===== config.mk =====
export PLATFORM = sky130hd
export DESIGN_NAME = longest_ones_window_with_k_flips
export DESIGN_NICKNAME = d
export VERILOG_FILES = /design/src/rtl/core/lokf_pkg.sv /design/src/rtl/core/longest_ones_window_with_k_flips.sv /design/src/rtl/core/lokf_window.sv /design/src/rtl/core/lokf_skid.sv
export SDC_FILE = /design/constraint.sdc
export NUM_CORES = 1
export LEC_CHECK = 0
export BUFFER_PORTS_ARGS = -buffer_cell sky130_fd_sc_hd__buf_4
export CORE_ASPECT_RATIO = 0.75
export CORE_MARGIN = 3
export CORE_UTILIZATION = 40
export DETAILED_ROUTE_END_ITERATION = 6
export SYNTH_ARGS = -nofsm -noshare
export SYNTH_HDL_FRONTEND = slang
export SYNTH_SLANG_ARGS = --single-unit

===== constraint.sdc =====
create_clock -name clk_i -period 25.5 [get_ports clk_i]
set_input_delay 1.275 -clock clk_i [delete_from_list [all_inputs] [get_ports clk_i]]
set_output_delay 1.275 -clock clk_i [all_outputs]
set_load 0.05 [all_outputs]

===== src/rtl/core/lokf_pkg.sv =====
// Package for the longest-ones-window block.
// Holds the result beat type and the fixed field widths; no dependencies.
package lokf_pkg;

  localparam int unsigned BestWidth   = 16;
  localparam int unsigned BudgetWidth = 4;

  // One result beat as it leaves the window unit.
  typedef struct packed {
    logic                 last_result;
    logic                 too_long;
    logic [BestWidth-1:0] best_length;
  } lokf_result_t;

endpackage


===== src/rtl/core/longest_ones_window_with_k_flips.sv =====
// Longest run of ones with at most max_flips zeros flipped, one bit per beat.
// Each result beat is registered in the output buffer before it is offered on the m_axis side.
// Throughput: one bit per cycle while s_axis_tready is high; the window start comes straight from the zero ring.
// A two-entry output buffer keeps accepting while one result waits downstream.
// Reset (rst_ni low, asynchronous) clears the window state and max_flips to zero.
// Depends on lokf_pkg, lokf_window and lokf_skid.
module longest_ones_window_with_k_flips
  import lokf_pkg::*;
#(
  parameter int unsigned FLIP_LIMIT    = 15,
  parameter int unsigned POSITION_BITS = 16
) (
  input  logic                   clk_i,
  input  logic                   rst_ni,
  input  logic                   cfg_wr_en_i,
  input  logic [BudgetWidth-1:0] cfg_wr_data_i,
  input  logic                   s_axis_tvalid,
  output logic                   s_axis_tready,
  input  logic [7:0]             s_axis_tdata,  // [0] bit_value, rest zero
  input  logic                   s_axis_tlast,  // last_item
  output logic                   m_axis_tvalid,
  input  logic                   m_axis_tready,
  output logic [23:0]            m_axis_tdata,  // [15:0] best_length, [16] too_long
  output logic                   m_axis_tlast   // last_result
);

  logic [BudgetWidth-1:0] max_flips_q;
  logic                   accept;
  lokf_result_t           result;
  lokf_result_t           out_data;

  always_ff @(posedge clk_i or negedge rst_ni) begin
    if (!rst_ni) begin
      max_flips_q <= '0;
    end else if (cfg_wr_en_i) begin
      max_flips_q <= cfg_wr_data_i;
    end
  end

  assign accept = s_axis_tvalid & s_axis_tready;

  lokf_window #(
    .FLIP_LIMIT   (FLIP_LIMIT),
    .POSITION_BITS(POSITION_BITS)
  ) u_window (
    .clk_i      (clk_i),
    .rst_ni     (rst_ni),
    .accept_i   (accept),
    .bit_value_i(s_axis_tdata[0]),
    .last_item_i(s_axis_tlast),
    .max_flips_i(max_flips_q),
    .result_o   (result)
  );

  lokf_skid u_skid (
    .clk_i      (clk_i),
    .rst_ni     (rst_ni),
    .in_valid_i (s_axis_tvalid),
    .in_ready_o (s_axis_tready),
    .in_data_i  (result),
    .out_valid_o(m_axis_tvalid),
    .out_ready_i(m_axis_tready),
    .out_data_o (out_data)
  );

  assign m_axis_tdata = {7'b0, out_data.too_long, out_data.best_length};
  assign m_axis_tlast = out_data.last_result;

endmodule


===== src/rtl/core/lokf_window.sv =====
// Sliding-window state and zero-position ring for the longest-ones-window block.
// Computes one result per accepted bit. Depends on lokf_pkg.
module lokf_window
  import lokf_pkg::*;
#(
  parameter int unsigned FLIP_LIMIT    = 15,
  parameter int unsigned POSITION_BITS = 16
) (
  input  logic                   clk_i,
  input  logic                   rst_ni,
  input  logic                   accept_i,
  input  logic                   bit_value_i,
  input  logic                   last_item_i,
  input  logic [BudgetWidth-1:0] max_flips_i,
  output lokf_result_t           result_o
);

  localparam int unsigned Depth = FLIP_LIMIT + 1;
  localparam int unsigned CW    = $clog2(FLIP_LIMIT + 2);
  localparam int unsigned RW    = (Depth > 1) ? $clog2(Depth) : 1;
  localparam int unsigned SW    = RW + 1;
  localparam int unsigned PB    = POSITION_BITS;

  logic [PB-1:0] position_q, position_d;
  logic [PB-1:0] start_q, start_d;
  logic [CW-1:0] zeros_q, zeros_d;
  logic [RW-1:0] head_q, head_d;
  logic [RW-1:0] tail_q, tail_d;
  logic [PB-1:0] best_q, best_d;
  logic          ovf_q, ovf_d;

  logic [PB-1:0] ring_q [Depth];

  logic          full;
  logic          is_zero;
  logic [CW-1:0] budget;
  logic [CW-1:0] count_inc;
  logic [CW-1:0] drop;
  logic [SW-1:0] idx_sum, head_sum;
  logic [RW-1:0] idx;
  logic [PB-1:0] rd_pos;
  logic [PB-1:0] pos_next;
  logic [PB-1:0] len;
  logic          ring_we;

  // The budget register is clamped to what the ring can hold.
  always_comb begin
    if (32'(max_flips_i) > FLIP_LIMIT) begin
      budget = CW'(FLIP_LIMIT);
    end else begin
      budget = CW'(max_flips_i);
    end
  end

  assign full      = (position_q == {PB{1'b1}});
  assign is_zero   = ~bit_value_i;
  assign count_inc = zeros_q + CW'(is_zero);
  assign drop      = count_inc - budget;
  assign ring_we   = accept_i & ~full & is_zero;

  // Slot of the last zero that leaves the window, and the new ring head.
  always_comb begin
    idx_sum  = {1'b0, head_q} + SW'(drop) - SW'(1);
    head_sum = {1'b0, head_q} + SW'(drop);
    if (idx_sum >= SW'(Depth)) begin
      idx_sum = idx_sum - SW'(Depth);
    end
    if (head_sum >= SW'(Depth)) begin
      head_sum = head_sum - SW'(Depth);
    end
  end

  assign idx = idx_sum[RW-1:0];

  // The slot being written this beat is read back through a bypass.
  assign rd_pos   = (is_zero && (idx == tail_q)) ? position_q : ring_q[idx];
  assign pos_next = position_q + PB'(1);

  always_comb begin
    position_d = position_q;
    start_d    = start_q;
    zeros_d    = zeros_q;
    head_d     = head_q;
    tail_d     = tail_q;
    best_d     = best_q;
    ovf_d      = ovf_q;
    len        = '0;
    if (accept_i) begin
      if (full) begin
        ovf_d = 1'b1;
      end else begin
        if (is_zero) begin
          if (32'(tail_q) == Depth - 1) begin
            tail_d = '0;
          end else begin
            tail_d = tail_q + RW'(1);
          end
        end
        zeros_d = count_inc;
        if (count_inc > budget) begin
          start_d = rd_pos + PB'(1);
          head_d  = head_sum[RW-1:0];
          zeros_d = budget;
        end
        position_d = pos_next;
        len        = pos_next - start_d;
        if (len > best_q) begin
          best_d = len;
        end
      end
    end
  end

  generate
    if (PB > BestWidth) begin : g_sat
      assign result_o.best_length = (|best_d[PB-1:BestWidth]) ? {BestWidth{1'b1}}
                                                               : best_d[BestWidth-1:0];
    end else begin : g_ext
      assign result_o.best_length = BestWidth'(best_d);
    end
  endgenerate

  assign result_o.too_long    = ovf_d;
  assign result_o.last_result = last_item_i;

  always_ff @(posedge clk_i or negedge rst_ni) begin
    if (!rst_ni) begin
      position_q <= '0;
      start_q    <= '0;
      zeros_q    <= '0;
      head_q     <= '0;
      tail_q     <= '0;
      best_q     <= '0;
      ovf_q      <= 1'b0;
    end else if (accept_i && last_item_i) begin
      position_q <= '0;
      start_q    <= '0;
      zeros_q    <= '0;
      head_q     <= '0;
      tail_q     <= '0;
      best_q     <= '0;
      ovf_q      <= 1'b0;
    end else begin
      position_q <= position_d;
      start_q    <= start_d;
      zeros_q    <= zeros_d;
      head_q     <= head_d;
      tail_q     <= tail_d;
      best_q     <= best_d;
      ovf_q      <= ovf_d;
    end
  end

  // Ring entries are only read after being written in the same sequence.
  always_ff @(posedge clk_i) begin
    if (ring_we) begin
      ring_q[tail_q] <= position_q;
    end
  end

endmodule


===== src/rtl/core/lokf_skid.sv =====
// Two-entry output buffer for result beats.
// Keeps the input side open while a finished beat waits downstream. Depends on lokf_pkg.
module lokf_skid
  import lokf_pkg::*;
(
  input  logic         clk_i,
  input  logic         rst_ni,
  input  logic         in_valid_i,
  output logic         in_ready_o,
  input  lokf_result_t in_data_i,
  output logic         out_valid_o,
  input  logic         out_ready_i,
  output lokf_result_t out_data_o
);

  logic         out_valid_q;
  logic         skid_valid_q;
  lokf_result_t out_q;
  lokf_result_t skid_q;
  logic         push;
  logic         pop;

  assign in_ready_o  = ~skid_valid_q;
  assign out_valid_o = out_valid_q;
  assign out_data_o  = out_q;
  assign push        = in_valid_i & ~skid_valid_q;
  assign pop         = out_valid_q & out_ready_i;

  always_ff @(posedge clk_i or negedge rst_ni) begin
    if (!rst_ni) begin
      out_valid_q  <= 1'b0;
      skid_valid_q <= 1'b0;
    end else if (push) begin
      if (!out_valid_q || pop) begin
        out_valid_q <= 1'b1;
      end else begin
        skid_valid_q <= 1'b1;
      end
    end else if (pop) begin
      if (skid_valid_q) begin
        skid_valid_q <= 1'b0;
      end else begin
        out_valid_q <= 1'b0;
      end
    end
  end

  always_ff @(posedge clk_i) begin
    if (push) begin
      if (!out_valid_q || pop) begin
        out_q <= in_data_i;
      end else begin
        skid_q <= in_data_i;
      end
    end else if (pop && skid_valid_q) begin
      out_q <= skid_q;
    end
  end

endmodule


======== Word level (Yosys, flattened, before mapping) ========
Memories as Yosys holds them, arrays and structs flattened.
Cells that the tools add are included.
storage, ports and cells
  flip-flop bits (word level) ............. 104
  output and inout port bits .............. 27
  RAM bits ................................ 256
  memories ................................ 1
  memory bits (read-only) ................. 0
  bits in latches ......................... 0
memory list
  memory           depth  bits a word  read ports  clocked after memory_dff  wr ports  RTL line           text
  u_window.ring_q  16     16           1           0                         1         lokf_window.sv:32  logic [PB-1:0] ring_q [Depth];
operators by class
  add/subtract/negate cells ............... 10
  eq/ne operators ......................... 8
  magnitude comparators ................... 4
  bitwise operators ....................... 8
  shifts and indexed selects .............. 0
  multipliers ............................. 0
  mux-type cells .......................... 44
  div/mod/pow operators ................... 0
  reduce and logical (&&, ||, !) cells .... 16
operator list
  cell                                                                number
  16-bit two-way mux                                                  14
  18-bit two-way mux                                                  3
  4-bit two-way mux                                                   11
  16-bit by 1-bit adder with 16-bit output, second input constant     2
  5-bit two-way mux                                                   4
  16-bit equality test, second input constant                         1
  16-bit > comparator                                                 1
  16-bit subtractor                                                   1
  1-bit two-way mux                                                   12
  5-bit greater-or-equal comparator, second input constant            2
  3-bit AND reduction                                                 3
  2-bit AND reduction                                                 4
  2-bit nonzero test                                                  4
  4-bit by 1-bit subtractor with 4-bit output, second input constant  2
  2-bit inequality test, second input constant                        3
  4-bit by 5-bit adder with 5-bit output                              1
  5-bit by 1-bit adder with 5-bit output                              1
  5-bit by 4-bit > comparator with 1-bit output                       1
  5-bit by 1-bit subtractor with 5-bit output, second input constant  1
  5-bit by 4-bit subtractor with 5-bit output                         1
  4-bit by 1-bit adder with 4-bit output, second input constant       1
  1-bit AND                                                           4
  4-bit equality test                                                 1
  4-bit equality test, second input constant                          1
  other kinds (5)                                                     11

======== Depth between registers and ports, before layout ========
Gate-level depths: netlist of run 1.
  depth after elaboration ................. 21
  mapped depth ............................ 48
  gate-level depth less buffers ........... 42

======== Modules after synthesis ========
From an unflattened synthesis of run 1, not the netlist that was laid out.
second synthesis, totals
  cells, all modules ...................... 1065
  area total of the unflattened synthesis .. 16653.5 sq um
modules (own cells, without submodules)
  module                            seq. area each (sq um)  times used  cells an instance  area each (sq um)
  lokf_window                       9238.9                  1           980                14959.3
  lokf_skid                         1131.1                  1           68                 1486.4
  longest_ones_window_with_k_flips  100.1                   1           17                 207.7

======== Worst setup path before layout of run 1 ========
Ideal clock, no wire load.
  kind .................................... input -> register
  from .................................... input port s_axis_tdata[0]
  to ...................................... register u_skid.out_q (netlist bit u_skid.out_data_o[13]) (data pin)
  setup slack ............................. 14996 ps
  data arrival time ....................... 10235 ps
  required time ........................... 25230 ps
  stages on the path ...................... 44
  library setup time ...................... 270 ps
  cells stage by stage .................... inv_1 -> ha_1 -> ha_1 -> clkbuf_1 -> buf_2 -> buf_2 -> buf_2 -> inv_1 -> ha_1 -> clkbuf_1 -> clkbuf_1 -> clkbuf_1 -> mux4_2 -> nand2_1 -> nand3_1 -> o211ai_1 -> and3_1 -> inv_1 -> (+8 left out) -> o21a_1 -> nor2_1 -> o21bai_1 -> a21oi_1 -> xnor2_1 -> ha_1 -> a21o_1 -> a21o_1 -> a21o_1 -> a21o_1 -> a21o_1 -> a21oi_1 -> nor2b_1 -> o311ai_1 -> nor2_1 -> clkbuf_1 -> mux2i_1 -> o21ai_0
between the ends
  longest elaborated chain between the ends .. 21
  elaborated cells on any way between the ends .. 24
  those cells by class .................... add/sub (7); order compare (3); eq/ne (1); mux (10); bitwise (1); reduce/logical (1); memory (1)
RTL lines
  element                                                      RTL line                                text
  start: declaration                                           longest_ones_window_with_k_flips.sv:19  input logic [7:0] s_axis_tdata,
  1-bit inverter *                                             lokf_window.sv:56                       assign is_zero = ~bit_value_i;
  branches (longest 10 deep; another with memory 16 x 16 bit)  --
  16-bit two-way mux *                                         lokf_window.sv:100                      if (count_inc > budget) begin
  16-bit two-way mux *                                         lokf_window.sv:89                       if (full) begin
  16-bit two-way mux *                                         lokf_window.sv:88                       if (accept_i) begin
  16-bit subtractor *                                          lokf_window.sv:106                      len = pos_next - start_d;
  16-bit > comparator                                          lokf_window.sv:107                      if (len > best_q) begin
  16-bit two-way mux *                                         lokf_window.sv:107
  16-bit two-way mux *                                         lokf_window.sv:89
  16-bit two-way mux *                                         lokf_window.sv:88
  18-bit two-way mux *                                         lokf_skid.sv:50                         if (!out_valid_q || pop) begin
  18-bit two-way mux *                                         lokf_skid.sv:49                         if (push) begin
  end signal: assignment                                       lokf_skid.sv:51                         out_q <= in_data_i;
  end signal: assignment                                       lokf_skid.sv:56                         out_q <= skid_q;
  end: declaration                                             lokf_skid.sv:18                         lokf_result_t out_q;
Every way passes the cells marked *. The select of a mux whose other input is x is not followed.
A chain may end at the register's enable or synchronous reset.

======== Worst setup path in the final report of run 1 ========
Ends and elaborated chain as after synthesis.

==> results of run 1 <==
-- per-stage QoR --
| stage | util (%) | hold WS (ns) |
|---|---|---|
| after floorplan | - | 0.4447 |
| after global placement | 42.80 | 0.4589 |
| after detailed placement | 42.80 | 0.4689 |
| after CTS | 45.60 | 0.4822 |
| after global routing | 45.60 | 0.5229 |
| final | 45.60 | 0.4805 |
-- metal layers --
metal | GRT usage (%) | up-vias | share of wire [%]
met4 | 3.463 | 0 | 1.3
met2 | 25.81 | 242 | 44
li1 | - | 4467 | -
met5 | 0 | - | 0
met1 | 26.38 | 4893 | 49
met3 | 3.097 | 39 | 5.7
-- synthesized netlist by cell type, drive strengths merged (5+ instances only) --
library cell,n,area (µm²)
o21ai,67,335.3
clkbuf,34,127.6
dfrtp,68,1702
nand3,42,210.2
inv,61,229.0
mux2i,46,473.0
or3,7,43.79
ha,48,600.6
edfxtp,292,8768
nand4,7,43.79
a22o,16,140.1
o211ai,10,75.07
xor2,20,175.2
nor3,15,75.07
xnor2,29,254.0
or2,5,33.78
nor2b,9,56.30
nor2,71,266.5
a21oi,31,155.2
o21bai,5,37.54
nor4,7,86.33
nand2,97,364.1
and2,19,118.9
and3,15,93.84
buf,21,120.1
a21o,11,82.58
mux4,65,1464
-- area by class of cell --
| cell class | count | area share (%) |
|---|---|---|
| clock buffer | 48 | 5.351 |
| clock inverter | 19 | 0.7846 |
| inverter | 61 | 1.227 |
| multi-input combinational | 696 | 30.71 |
| sequential | 360 | 56.12 |
| tap | 561 | 3.762 |
| timing repair buffer | 51 | 2.052 |
-- layout by cell type, fill, tap and decap left out, drive strengths merged, types with 16 or more instances in the layout --
cell type and count:
nand3 42, inv 63, mux2i 46, edfxtp 292, dfrtp 68, xnor2 29
mux4 65, buf 51, clkbuf 48, nand2 97, o21ai 67, nor2 71
xor2 20, a22o 16, and2 19, a21oi 31, ha 48
-- critical path: cells and delay by family --
family,cells,cell delay (ns)
AOI/OAI and AO/OA,12,2.64
adders and majority gates,7,2.43
and+or+nand+nor,7,2.05
buffers and inverters,7,1.40
muxes,3,0.98
xor gates and xnor gates,3,0.77
-- flip-flops by register name, summed over array words and instances (netlist names), 4 cells and up --
signal	count
u_window.ring_q	256
u_window.zeros_q	5
u_window.best_q	16
u_window.head_q	4
u_window.tail_q	4
u_window.start_q	16
u_skid.out_data_o	18
u_skid.skid_q	18
u_window.position_q	16
max_flips_q	4
-- kinds of logic (layout without fill, tap and decap cells) --
| logic type | after synthesis | in the layout | synth area share [%] |
|---|---|---|---|
| buffers and inverters | 116 | 179 | 2.867 |
| adder cells (fa/ha/maj) | 52 | 52 | 4.093 |
| multiplexers | 115 | 115 | 11.92 |
| AO/OA/AOI/OAI | 166 | 166 | 6.245 |
| AND/OR/NAND/NOR | 304 | 304 | 8.893 |
| XOR/XNOR | 52 | 52 | 3.002 |
| other | 1 | 7 | 0.02255 |
| flip-flops | 360 | 360 | 62.96 |
-- final timing paths --
check / start / slack (ns) / end
setup reg to reg: u_window.zeros_q[0]$_DFFE_PN0P_ / 14.74 / u_skid.out_data_o[13]$_DFFE_PP_
hold reg to reg: u_window.start_q[4]$_DFFE_PN0P_ / 0.48 / u_window.start_q[4]$_DFFE_PN0P_
min in group asynchronous: rst_ni / 0.87 / max_flips_q[0]$_DFFE_PN0P_
hold / removal: u_window.start_q[4]$_DFFE_PN0P_ / 0.48 / u_window.start_q[4]$_DFFE_PN0P_
max in group asynchronous: rst_ni / 24.03 / u_window.best_q[11]$_DFF_PN0_
setup / recovery: s_axis_tdata[0] / 14.22 / u_skid.out_data_o[13]$_DFFE_PP_
==> qor.yml, run 1 <==
run_status:
  status: "complete, no violations"
timing:
  period_needed_ns: 11.28
  rsz0062_at_grt: "no"
  finalMaxSlewViolations: 0
  fin_tns_setup_ns: 0
  period_share_pct: 44.23
  tightest_slew_ns: 1.156
  hold_viol_final: 0
  skew_ns: 0.02602
  worst_slack_ns: 14.22
  fmax_ghz: 0.08866
  finalSetupViolations: 0
  slew_headroom_pct: 22.96
logic_synthesis:
  synth_area_um2: 16630
  synth_edf_count: 292
  synth_cells: 1166
  ys.flop_type: "edfxtp_1"
  synth_warnings: 0
  synth.avg_cell_area_um2: 14.26
  synthArstFlopShare_pct: 18.89
  ys_seq_area_share_pct: 62.96
  ys_ff_latch: 360
  ys_types: 60
clock_tree:
  cts_tree: "done"
  htree_levels: 2
  postCtsSetupBuffers: 0
  cts-buffers-inserted: 38
  ctsHoldBuffers: 0
  cts_resized: 0
  worstSkewPairLatency_ns: 0.55
  clk_path_buf_depth: 3
  cts_sinks: 360
  root_buffer: "clkbuf_16"
  path_clk_slew_ns: 0.06
placement:
  hpwlAfterDp_um: 23260
  dp_cells: 1729
  pre_cts_slack_ns: 13.74
  gp_congestion: 0.7797
  numPortBuffers: 30
  placed_cell_area_um2: 17510
critical_path:
  cp.required_ns: 25.78
  worst_setup_path_end_kind: "register"
  crit_type: "in -> reg"
  cp-start-kind: "input port"
  cpMaxStageDelayCell: "or4_4"
  path_max_fanout: 32
  reg2reg_depth: 37
  cp_data_arrival_time_ns: 11.56
  max_stage_delay_ns: 0.61
grt:
  grt_usage_pct: 17.22
  grt_max_degree: 69
  grt_pass1_vias: 9861
  grt_first_pass_wirelength_um: 58090
  antenna_found_initial: 1
  grt_remaining_overflow: 0
detailed_routing:
  via_per_inst: 5.368
  drc: 0
  dr.pass1.iters: 5
  drt_wl_total_um: 36980
  drtAntennaViolNets: 0
  drt_iter0_markers: 903
  vias: 9641
  routedWlPerCell_um: 20.59
floorplanning:
  die_area_um2: 44080
  pin_count: 45
  row_count: 64
  core_um2: 40920
  initial_utilization_pct: 40.64
  chipWidth_um: 241.4
  die_y_um: 182.6
final_layout:
  layout.nets: 1278
  seqCellArea_um2: 10470
  multiInputGateArea_um2: 5729
  nFillCells: 3606
  layout.cells.non_filler: 1796
  fin_area_um2: 18660
  num_antenna_cells: 0
  syn_to_final_growth_pct: 12.20
  layout-drive-gt1-share_pct: 15.22
run:
  cap_viol_max_count: 0
min_path:
  hp-class: "reg -> reg"
  hold_path_depth: 2
Power of run 1 is left out: the tool's default activity adds up to more than one toggle a clock period on the data nets, which glitch-free logic cannot reach.
==> run 2: changes to the inputs <==
- ABC_AREA: not set -> 1
- clock period: 25.5 -> 11.1 ns (I/O delays scaled with it)
==> qor.yml, run 2 <==
run_status:
  status: "complete, no violations"
critical_path:
  max_stage_delay_ns: 0.58
  cpMaxStageDelayCell: "nand3_1"
  r2r-start: "u_window.zeros_q[0]$_DFFE_PN0P_"
  critPathLaunch: "u_window.zeros_q[0]$_DFFE_PN0P_"
  cp.required_ns: 11.50
  crit_type: "reg -> reg"
  cp-start-kind: "register"
  worst_setup_path_end_kind: "register"
  cp_data_arrival_time_ns: 9.96
  path_max_fanout: 27
  crit_path_frequent_cell: "nand2_1"
timing:
  slew_headroom_pct: 36.69
  finalMaxSlewViolations: 0
  worst_slack_ns: 1.540
  skew_ns: 0.01528
  period_needed_ns: 9.560
  tightest_slew_ns: 0.9496
  fmax_ghz: 0.1046
  rsz0062_at_grt: "no"
  finalSetupViolations: 0
  hold_viol_final: 0
  fin_tns_setup_ns: 0
  period_share_pct: 86.13
logic_synthesis:
  synth_top_cell_by_area: "edfxtp_1"
  ys.flop_type: "edfxtp_1"
  synthArstFlopShare_pct: 18.89
  ys_seq_area_share_pct: 61.29
  synth_cells: 1645
  synth_top_area_share_pct: 51.33
  ys_top_cells_by_area: "edfxtp_1 (51%), dfrtp_1 (10%), nand2_1 (6.1%)"
  ys_types: 55
  synth.avg_cell_area_um2: 10.38
  synth_area_um2: 17080
  ys_ff_latch: 360
  yosysMostFrequentCell: "edfxtp_1"
  synth_edf_count: 292
  synthTopCellsByCount: "edfxtp_1 (292), nand2_1 (279), nor2_1 (209)"
  synth_warnings: 0
clock_tree:
  postCtsSetupBuffers: 0
  ctsHoldBuffers: 0
  clk_path_buf_depth: 3
  cts-buffers-inserted: 37
  cts_sinks: 360
  htree_levels: 2
  root_buffer: "clkbuf_16"
  cts_tree: "done"
  cts_resized: 0
  worstSkewPairLatency_ns: 0.54
  path_clk_slew_ns: 0.06
final_layout:
  largest_register_ffs: 256
  nFillCells: 3910
  num_antenna_cells: 0
  final_common_cell: "edfxtp_1"
  mostFrequentLayoutCells: "edfxtp_1 (292), nand2_1 (279), o21ai_0 (193), nor2_1 (193), inv_1 (138)"
  layout.nets: 1744
  syn_to_final_growth_pct: 11.92
  utilization_pct: 46.09
  layout-drive-gt1-share_pct: 11.23
  regMostFlops: "u_window.ring_q"
floorplanning:
  initial_utilization_pct: 41.18
  row_count: 64
  die_y_um: 185.0
  die_area_um2: 45250
  core_um2: 41480
  pin_count: 45
  chipWidth_um: 244.6
placement:
  hpwlAfterDp_um: 24780
  gp_congestion: 0.8055
  pre_cts_slack_ns: 1.219
  numPortBuffers: 30
grt:
  antenna_found_initial: 0
  grt_usage_pct: 17.98
  grt_max_degree: 81
  grt_pass1_vias: 11210
  grt_first_pass_wirelength_um: 63830
  grt_remaining_overflow: 0
detailed_routing:
  vias: 11800
  wl_met2_um: 17450
  drtAntennaViolNets: 0
  routedWlPerCell_um: 17.81
  drt-met1-wl_um: 19760
  dr.pass1.iters: 5
  via_per_inst: 5.215
  drt_wl_total_um: 40280
  route.met3.wl_um: 2533
  drt_iter0_markers: 991
  drc: 0
  route.top_layer_used: "met4"
power_and_ir_drop:
  p_sw_share_pct: 30.44
  ir_drop_v: 0.00009215
  combPwrFrac_pct: 23.7
  internal_power_mw: 2.484
  leakagePower_nw: 6.638
  p_sw_mw: 1.087
  p_clk_share_pct: 35.9
  power.density_nw_per_um2: 186.8
  p_seq_share_pct: 40.4
run:
  cap_viol_max_count: 0
min_path:
  hp-class: "in -> async"
==> run 2: cell count changes in the layout (fill, tap and decap cells not counted), moves of 17 or more <==
cell     change
nand3_1     +51
nand2_1    +182
o22ai_1     +36
nand2_2     +17
nor2_1     +122
xnor2_1     -24
and2_1      -18
nor2_2      +19
mux4_2      -65
mux2i_1     -45
inv_1       +77
o21ai_0    +129
==> run 2: path summary, 6_finish.rpt <==
path	end	slack (ns)	cells past startpoint
max	u_skid.out_data_o[12]$_DFFE_PP_	1.54	46
min	max_flips_q[1]$_DFFE_PN0P_	0.15	1
max reg2reg	u_skid.out_data_o[12]$_DFFE_PP_	1.54	46
min reg2reg	u_window.start_q[9]$_DFFE_PN0P_	0.48	2
max in group asynchronous	u_window.start_q[12]$_DFFE_PN0P_	10.31	1
min in group clk_i	max_flips_q[1]$_DFFE_PN0P_	0.24	3
==> run 2: layout make-up <==
cell class	count	area (µm²)	area share [%]
multi-input cells	1067	5702	29.82
clock inverters	18	221.5	1.158
well taps	561	701.9	3.671
clock buffers	48	1007	5.268
repair buffers	61	457.9	2.395
flip-flops and latches	360	10470	54.76
inverters	147	558.0	2.919
==> run 2: logic make-up (layout without fill, tap and decap cells) <==
| family | count (synthesis) | after routing | share of synthesized area (%) |
|---|---|---|---|
| flops | 360 | 360 | 61.29 |
| buf+inv | 224 | 274 | 5.786 |
| fa+ha+maj | 52 | 52 | 3.985 |
| xor+xnor | 37 | 37 | 1.897 |
| other cells | 1 | 7 | 0.02195 |
| simple gates | 645 | 645 | 16.48 |
| compound gates | 326 | 326 | 10.54 |
==> run 2: through the flow <==
stage	cell area (µm²)	cells	hold WS, ns	power (mW)
after floorplan	17110	1651	0.2594	2.127
after global placement	17890	2196	0.4628	2.306
after detailed placement	17890	2196	0.4685	2.316
after CTS	19120	2262	0.1879	3.600
after global routing	19120	2262	0.2181	3.767
final	19120	2262	0.1472	3.571
==> run 2: power groups by stage <==
stage	Clock [mW]	Combinational (mW)	Sequential (mW)
6_report	1.28	0.845	1.44
3_3_place_gp	0	0.834	1.47
3_5_place_dp	0	0.844	1.47
2_1_floorplan	0	0.656	1.47
5_1_grt	1.36	0.965	1.44
4_1_cts	1.31	0.850	1.44
==> run 2: layer usage <==
metal  track usage, %  up-vias
met1            26.73     5768
met2            27.51      274
met3            3.517       42
met5                0        -
met4            3.729        0
li1                 -     5712
==> run 2: critical path, delay by kind of cell, from the launching register on <==
kind,cells,cell delay [ns]
AO/OA/AOI/OAI,9,1.52
adder cells (fa/ha/maj),7,2.68
buffers and inverters,7,1.21
flip-flops,1,0.38
AND/OR/NAND/NOR,23,3.63
No activity file was read; power rests on OpenSTA's default activity.
